===== config.mk =====
export PLATFORM = sky130hd
export DESIGN_NAME = unsigned_restoring_divider
export DESIGN_NICKNAME = d
export VERILOG_FILES = /design/src/hdl/urdiv_pkg.sv /design/src/hdl/urdiv_stage.sv /design/src/hdl/unsigned_restoring_divider.sv
export SDC_FILE = /design/constraint.sdc
export NUM_CORES = 2
export LEC_CHECK = 0
export ABC_AREA = 1
export BUFFER_PORTS_ARGS = -buffer_cell sky130_fd_sc_hd__buf_2
export CAP_MARGIN = 30
export CORE_UTILIZATION = 25
export CTS_CLUSTER_DIAMETER = 120
export CTS_CLUSTER_SIZE = 14
export DETAILED_ROUTE_END_ITERATION = 8
export RECOVER_POWER = 50
export SETUP_SLACK_MARGIN = 0.5
export SLEW_MARGIN = 25
export SYNTH_ARGS = -nofsm -noshare
export SYNTH_HDL_FRONTEND = slang
export SYNTH_HIERARCHICAL = 1
export SYNTH_SLANG_ARGS = --single-unit
export TNS_END_PERCENT = 20

===== constraint.sdc =====
create_clock -name aclk -period 11.57 [get_ports aclk]
set_input_delay 0.5785 -clock aclk [delete_from_list [all_inputs] [get_ports aclk]]
set_output_delay 0.5785 -clock aclk [all_outputs]
set_load 0.005 [all_outputs]

===== src/hdl/urdiv_pkg.sv =====
// Shared types, constants and the single divide step for the unsigned restoring divider.
// No dependencies; used by urdiv_stage and unsigned_restoring_divider.
package urdiv_pkg;

    localparam int URDIV_DIVIDEND_W      = 32;
    localparam int URDIV_DIVISOR_W       = 16;
    localparam int URDIV_HALF_W          = 16;
    localparam int URDIV_NARROW_W        = 8;
    localparam int URDIV_STEPS_PER_STAGE = 4;

    // Mode bits of op
    localparam int OP_BIT_WIDE_DIVIDEND = 0;
    localparam int OP_BIT_WIDE_DIVISOR  = 1;

    typedef struct packed {
        logic [1:0]                    op;
        logic [URDIV_DIVIDEND_W-1:0]   dividend;
        logic [URDIV_DIVISOR_W-1:0]    divisor;
    } urdiv_in_t;

    typedef struct packed {
        logic [URDIV_DIVIDEND_W-1:0]   quotient;
        logic [URDIV_DIVISOR_W-1:0]    remainder;
    } urdiv_out_t;

    // In-flight state: dividend bits shift out of the top of nq while
    // quotient bits shift in at the bottom.
    typedef struct packed {
        logic [URDIV_DIVISOR_W-1:0]    rem;
        logic [URDIV_DIVIDEND_W-1:0]   nq;
        logic [URDIV_DIVISOR_W-1:0]    divisor;
        logic                          narrow;
        logic                          half;
    } urdiv_work_t;

    function automatic urdiv_work_t urdiv_step(input urdiv_work_t w);
        urdiv_work_t                r;
        logic [URDIV_DIVISOR_W:0]   t;
        logic [URDIV_DIVISOR_W:0]   d;
        logic [URDIV_DIVISOR_W:0]   diff;
        logic [URDIV_DIVISOR_W:0]   sel;
        logic                       ge;
        r    = w;
        t    = {w.rem, w.nq[URDIV_DIVIDEND_W-1]};
        d    = {1'b0, w.divisor};
        diff = t - d;
        ge   = (t >= d);
        sel  = ge ? diff : t;
        // bits shifted past the remainder width are dropped (matters for zero divisor)
        if (w.narrow) begin
            r.rem = {{(URDIV_DIVISOR_W-URDIV_NARROW_W){1'b0}}, sel[URDIV_NARROW_W-1:0]};
        end else begin
            r.rem = sel[URDIV_DIVISOR_W-1:0];
        end
        r.nq = {w.nq[URDIV_DIVIDEND_W-2:0], ge};
        return r;
    endfunction

endpackage


===== src/hdl/urdiv_stage.sv =====
// One pipeline stage of the divider: a few restoring steps, then a register with valid.
// Depends on urdiv_pkg.
module urdiv_stage #(
    parameter int STEPS = urdiv_pkg::URDIV_STEPS_PER_STAGE
) (
    input  logic                  aclk,
    input  logic                  aresetn,
    input  logic                  in_valid,
    output logic                  in_ready,
    input  urdiv_pkg::urdiv_work_t in_work,
    output logic                  out_valid,
    input  logic                  out_ready,
    output urdiv_pkg::urdiv_work_t out_work
);
    import urdiv_pkg::*;

    logic        valid_reg;
    logic        valid_next;
    urdiv_work_t work_reg;
    urdiv_work_t work_next;
    urdiv_work_t step_work;

    always_comb begin
        step_work = in_work;
        for (int i = 0; i < STEPS; i++) begin
            step_work = urdiv_step(step_work);
        end
    end

    // stage can take a beat when empty or when its content moves on
    assign in_ready = !valid_reg || out_ready;

    always_comb begin
        valid_next = in_ready ? in_valid : valid_reg;
        work_next  = (in_ready && in_valid) ? step_work : work_reg;
    end

    always_ff @(posedge aclk) begin
        if (!aresetn) begin
            valid_reg <= 1'b0;
        end else begin
            valid_reg <= valid_next;
        end
        work_reg <= work_next;
    end

    assign out_valid = valid_reg;
    assign out_work  = work_reg;

endmodule


===== src/hdl/unsigned_restoring_divider.sv =====
// Unsigned restoring divider, modes 16/8, 32/8, 16/16 and 32/16, fully pipelined.
// Depends on urdiv_pkg and urdiv_stage.
//
// Input channel s_*: one beat carries op, dividend and divisor (urdiv_in_t).
// Result channel m_*: one beat per input beat with quotient and remainder
// (urdiv_out_t), in input order.
// Every item runs 32 shift-subtract steps; 16-bit dividends are zero-extended,
// which leaves the remainder unchanged, and the quotient is cut to 16 bits.
// STEPS_PER_STAGE steps sit between registers, so the pipeline has
// 32 / STEPS_PER_STAGE stages (8 by default). One beat enters per cycle
// while s_ready is high. The last stage is the output register. When
// m_ready is low, stages hold and empty stages still fill; s_ready drops
// only once every stage holds a beat.
// A zero divisor gives an all-ones quotient at the dividend width and the low
// dividend bits as remainder.
// Reset (aresetn low, synchronous) empties the pipeline.
module unsigned_restoring_divider #(
    parameter int STEPS_PER_STAGE = urdiv_pkg::URDIV_STEPS_PER_STAGE
) (
    input  logic                 aclk,
    input  logic                 aresetn,
    input  logic                 s_valid,
    output logic                 s_ready,
    input  urdiv_pkg::urdiv_in_t  s_data,
    output logic                 m_valid,
    input  logic                 m_ready,
    output urdiv_pkg::urdiv_out_t m_data
);
    import urdiv_pkg::*;

    localparam int NUM_STAGES = URDIV_DIVIDEND_W / STEPS_PER_STAGE;

    logic        stg_valid [NUM_STAGES+1];
    logic        stg_ready [NUM_STAGES+1];
    urdiv_work_t stg_work  [NUM_STAGES+1];
    urdiv_work_t first_work;
    urdiv_work_t last_work;

    always_comb begin
        first_work.rem     = '0;
        first_work.narrow  = !s_data.op[OP_BIT_WIDE_DIVISOR];
        first_work.half    = !s_data.op[OP_BIT_WIDE_DIVIDEND];
        if (s_data.op[OP_BIT_WIDE_DIVIDEND]) begin
            first_work.nq = s_data.dividend;
        end else begin
            first_work.nq = {{(URDIV_DIVIDEND_W-URDIV_HALF_W){1'b0}},
                             s_data.dividend[URDIV_HALF_W-1:0]};
        end
        if (s_data.op[OP_BIT_WIDE_DIVISOR]) begin
            first_work.divisor = s_data.divisor;
        end else begin
            first_work.divisor = {{(URDIV_DIVISOR_W-URDIV_NARROW_W){1'b0}},
                                  s_data.divisor[URDIV_NARROW_W-1:0]};
        end
    end

    assign stg_work[0]  = first_work;
    assign stg_valid[0] = s_valid;
    assign s_ready      = stg_ready[0];

    for (genvar g = 0; g < NUM_STAGES; g++) begin : g_stage
        urdiv_stage #(
            .STEPS (STEPS_PER_STAGE)
        ) u_stage (
            .aclk      (aclk),
            .aresetn   (aresetn),
            .in_valid  (stg_valid[g]),
            .in_ready  (stg_ready[g]),
            .in_work   (stg_work[g]),
            .out_valid (stg_valid[g+1]),
            .out_ready (stg_ready[g+1]),
            .out_work  (stg_work[g+1])
        );
    end

    assign stg_ready[NUM_STAGES] = m_ready;
    assign m_valid               = stg_valid[NUM_STAGES];
    assign last_work             = stg_work[NUM_STAGES];

    always_comb begin
        m_data.remainder = last_work.rem;
        if (last_work.half) begin
            m_data.quotient = {{(URDIV_DIVIDEND_W-URDIV_HALF_W){1'b0}},
                               last_work.nq[URDIV_HALF_W-1:0]};
        end else begin
            m_data.quotient = last_work.nq;
        end
    end

endmodule


# Word-level counts from Yosys, hierarchy flattened
# Index checks and enable logic that the tools add are counted.
dict set report word_totals {
  wordCells 204
  regBits 519
  input_bits 54
  out_inout_bits 50
}
dict set report op_classes {
  reduce_logical 26
  order_cmp 32
  addsub 32
  muxes 59
}
# op n
set ops {}
lappend ops {{16-bit 2-to-1 mux} 57}
lappend ops {{17-bit by 16-bit >= comparator with 1-bit output} 31}
lappend ops {{16-bit subtractor} 31}
lappend ops {{32-bit 2-to-1 mux} 2}
lappend ops {{1-bit by 16-bit >= comparator with 1-bit output} 1}
lappend ops {{1-bit by 16-bit subtractor with 16-bit output} 1}
lappend ops {{1-bit zero test} 10}
lappend ops {{1-bit logical AND} 8}
lappend ops {{1-bit logical OR} 8}

# Logic depth before layout (Yosys ltp)
dict set report logic_depth {
  depth_word 12
  mapped_depth 72
}

# Hierarchy
# Netlist, hierarchy kept.
# module cells_per_inst area_each_um2 n_inst
set modules_own_cells {}
lappend modules_own_cells {{urdiv_stage at g_stage[1].u_stage ...} 792 6119.6 5}
lappend modules_own_cells {{urdiv_stage at g_stage[0].u_stage ...} 794 6138.4 2}
lappend modules_own_cells {{urdiv_stage at g_stage[7].u_stage} 778 6104.6 1}
lappend modules_own_cells {unsigned_restoring_divider 88 369.1 1}

# Worst setup path before layout
# OpenSTA, ideal clock, no wires.
dict set report synth_timing {
  kind {reg2reg}
  startpoint {reg g_stage[6].u_stage.work_reg, in the netlist g_stage[6].u_stage/out_work[13]}
  endpoint {reg g_stage[7].u_stage.work_reg, in the netlist g_stage[7].u_stage/out_work[63], data pin}
  arrival_time_ns 8.907
  stages_incl_launch_ff 64
  setup_slack_ns 2.408
  required_ns 11.315
  synth_period_minus_slack_ns 9.162
  cell_sequence {edfxtp_1 -> inv_1 -> ha_1 -> nand2_1 -> inv_2 -> nand2_1 -> nand2_1 -> nand2_1 -> nand2_1 -> nor2_4 -> nand2_4 -> inv_1 -> clkbuf_1 -> o21ai_0 -> ha_1 -> a21oi_1 -> o21a_1 -> nand2_1 -> (+28 left out) -> ha_1 -> nand3_1 -> and2_1 -> o221ai_1 -> nand2_1 -> nand2_1 -> a21oi_1 -> o21ai_0 -> nand3_1 -> nand2_1 -> a21o_1 -> a21oi_1 -> inv_1 -> a221oi_2 -> clkbuf_1 -> nand3_2 -> nand2_1 -> nor2_1}
}
dict set report synth_via {
  elab_chain_len 11
  word_cells_on_any_way 15
  classes_between {4 x add/sub; 4 x order compare; 7 x mux}
}
# element line_no
set synth_rtl {}
lappend synth_rtl {{from (decl)} urdiv_stage.sv:19} ;# urdiv_work_t work_reg;
lappend synth_rtl {{from (signal assigned)} urdiv_stage.sv:44} ;# work_reg <= work_next;
lappend synth_rtl {{16-bit subtractor / 17-bit by 16-bit >= comparator with 1-bit output (equally long branches)} {urdiv_pkg.sv:46, urdiv_pkg.sv:47}}
lappend synth_rtl {{16-bit 2-to-1 mux} urdiv_pkg.sv:48} ;# sel = ge ? diff : t;
lappend synth_rtl {{16-bit 2-to-1 mux} urdiv_pkg.sv:50} ;# if (w.narrow) begin
lappend synth_rtl {{16-bit subtractor / 17-bit by 16-bit >= comparator with 1-bit output (equally long branches)} {urdiv_pkg.sv:46, urdiv_pkg.sv:47}}
lappend synth_rtl {{16-bit 2-to-1 mux} urdiv_pkg.sv:48}
lappend synth_rtl {{16-bit 2-to-1 mux} urdiv_pkg.sv:50}
lappend synth_rtl {{17-bit by 16-bit >= comparator with 1-bit output / 16-bit subtractor (equally long branches)} {urdiv_pkg.sv:47, urdiv_pkg.sv:46}}
lappend synth_rtl {{16-bit 2-to-1 mux} urdiv_pkg.sv:48}
lappend synth_rtl {{16-bit 2-to-1 mux} urdiv_pkg.sv:50}
lappend synth_rtl {{16-bit subtractor / 17-bit by 16-bit >= comparator with 1-bit output (equally long branches)} {urdiv_pkg.sv:46, urdiv_pkg.sv:47}}
lappend synth_rtl {{16-bit 2-to-1 mux *} urdiv_pkg.sv:48}
lappend synth_rtl {{to (signal assigned)} urdiv_stage.sv:44}
lappend synth_rtl {{to (decl)} urdiv_stage.sv:19}
# Mark *: on every way between the ends. The rest lies on a longest branch, timed or not.
# A chain may end at the register's enable or synchronous reset.

==> run_results.csv <==
group,metric,value,unit
status,status,"finished, violations left",
status,violations,"max-capacitance violations, max-slew violations",
sta,finalSetupViolations,0,
drt,wl,139,mm
pwr,power.density,246,mW/mm^2
grt,grt_first_pass_wirelength,216,mm
synthesis,synthCells,6397,
finish,nNetsFinal,7115,
worst_setup_path,max_stage_delay,420,ps
sta,fin_setup_tns,0,ps
finish,fillers,20900,
flow_run,maxCapViolations,5,
sta,whs,115,ps
clocking,root_buffer,"clkbuf_16",
die,dieArea,0.197,sq mm
worst_setup_path,path_class,"reg2reg",
grt,grt_max_degree,66,
drt,drc,0,
grt,grt_antenna_before_repair,1,
worst_setup_path,crit_slowest_cell,"edfxtp_1",
worst_setup_path,crit_arrival,10690,ps
worst_setup_path,startpoint_type,"flop",
die,die_h,444,um
worst_setup_path,crit_path_frequent_cell,"nand2_1",
sta,hold_violations,0,
die,die_w,444,um
drt,initialDrtViolationCount,2737,
sta,slew_headroom,-0.904,
sta,skew,54.0,ps
die,core_area,0.193,sq mm
clocking,clockBufferDepth,3,
sta,layout_min_cycle_time,10310,ps
grt,grt_pass1_vias,40300,
placed_design,portBuffers,103,
sta,timing.final.crit_share,0.891,
sta,slew_viol_final,138,
sta,rsz0062_at_grt,"yes",
drt,wl_per_cell,15.3,um
sta,worst_pin_slew,2860,ps
worst_setup_path,critPathRequiredTime,11950,ps
die,row_count,161,
grt,grt_overflow,0,
synthesis,syn_area,0.0488,sq mm
finish,syn2layout_area_growth,10.3,%
synthesis,yosys_warnings,6,
placed_design,place.gp.congestion,0.926,
pwr,ir_drop,0.199,mV
finish,multi_input_area,0.0294,sq mm
finish,stdcell_area,0.0539,sq mm
drt,dr.pass1.iters,6,
placed_design,placed_area,0.0523,sq mm
min_path,hold_path.class,"in2reg",
drt,vias_per_cell,4.64,
finish,seqCellArea,0.0155,sq mm
worst_setup_path,end_kind,"flop",
finish,drive_gt1_frac,0.0935,
sta,fmax,0.0970,GHz
clocking,clkTransAtPathRegs,70,ps
drt,drtAntennaViolNets,0,
clocking,postCtsHoldBufs,0,
clocking,htree_levels,2,
grt,grt_usage,0.135,
clocking,cts_tree,"built",
placed_design,hpwl,112,mm
clocking,clk_latency,660,ps
clocking,cts_sinks,519,
drt,dr_total_vias,42100,
die,ios,104,
clocking,cts_buffers,46,
worst_setup_path,path_max_fanout,20,
pwr,power_leakage,25.6,nW
die,initial_core_util,0.253,
synthesis,syn_area_per_cell,7.63,sq um
[critical path, delay by kind of cell, from the launching register on]
kind | cells | cell delay [ps]
DFF | 1 | 420
and+or+nand+nor | 29 | 3380
buffers and inverters | 7 | 1060
adders and majority gates | 4 | 1310
AOI/OAI and AO/OA | 22 | 3860
[layer usage]
metal	track usage	wire length [um]	vias to the layer above
li1	-	-	21500
met1	0.171	62100	19600
met2	0.242	67400	829
met3	0.0133	5130	194
met4	0.0391	3960	0
met5	0	0	-
[path summary, 6_finish.rpt]
kind	end	cells after the start	from	slack, ps
max reg2reg	g_stage[7].u_stage/out_work[55]	62	g_stage[6].u_stage/out_work[13]	1260
min	g_stage[0].u_stage/out_work[22]	1	s_data[16]	120
min reg2reg	g_stage[4].u_stage/out_work[23]	0	g_stage[3].u_stage/out_work[19]	400
max	g_stage[7].u_stage/out_work[55]	62	g_stage[6].u_stage/out_work[13]	1260
[cell usage in the layout, fill, tap and decap left out, types with 110 or more instances in the layout]
| master | count |
|---|---|
| ha_1 | 488 |
| nor2_1 | 471 |
| xor2_1 | 212 |
| edfxtp_1 | 511 |
| inv_1 | 869 |
| nand4_1 | 110 |
| nand3_1 | 377 |
| xnor2_1 | 140 |
| a21oi_1 | 508 |
| nand2_1 | 1587 |
| o21ai_0 | 253 |
[what timing repair did]
| item | 4_1_cts | 5_1_grt |
|---|---|---|
| setup endpoints to repair | 0 | 136 |
| buffers inserted | 0 | 33 |
| gates resized for setup | 0 | 48 |
[power breakdown]
part | internal (W) | switching, W
registers | 0.00240 | 0.000104
clock network | 0.000734 | 0.000736
logic | 0.00347 | 0.00583
total | 0.00660 | 0.00667
[cell type report]
cell class / count / share of cell area
clock inverter: 10 / 0.00151
clock buffer: 52 / 0.0222
inverter: 955 / 0.0676
antenna: 1 / 0.0000465
sequential: 519 / 0.288
tap: 2526 / 0.0587
multi-input combinational: 4852 / 0.545
timing repair inverter: 3 / 0.000372
timing repair buffer: 164 / 0.0167
[sequential cells by signal, indices dropped and copies added, names as in the netlist]
name,count
g_stage.u_stage/out_valid,8
g_stage.u_stage/out_work,511
[metrics by stage]
stage                     instances  setup slack [ps]  utilization  power (W)
final                          9082              1260        0.279     0.0133
after global placement         8978               734        0.270     0.0115
after CTS                      9040               505        0.277     0.0132
after global routing           9081               234        0.279     0.0146
after detailed placement       8978               573        0.270     0.0117
after floorplan                6430              2420            -    0.00996
(Power assumes the default switching activity.)
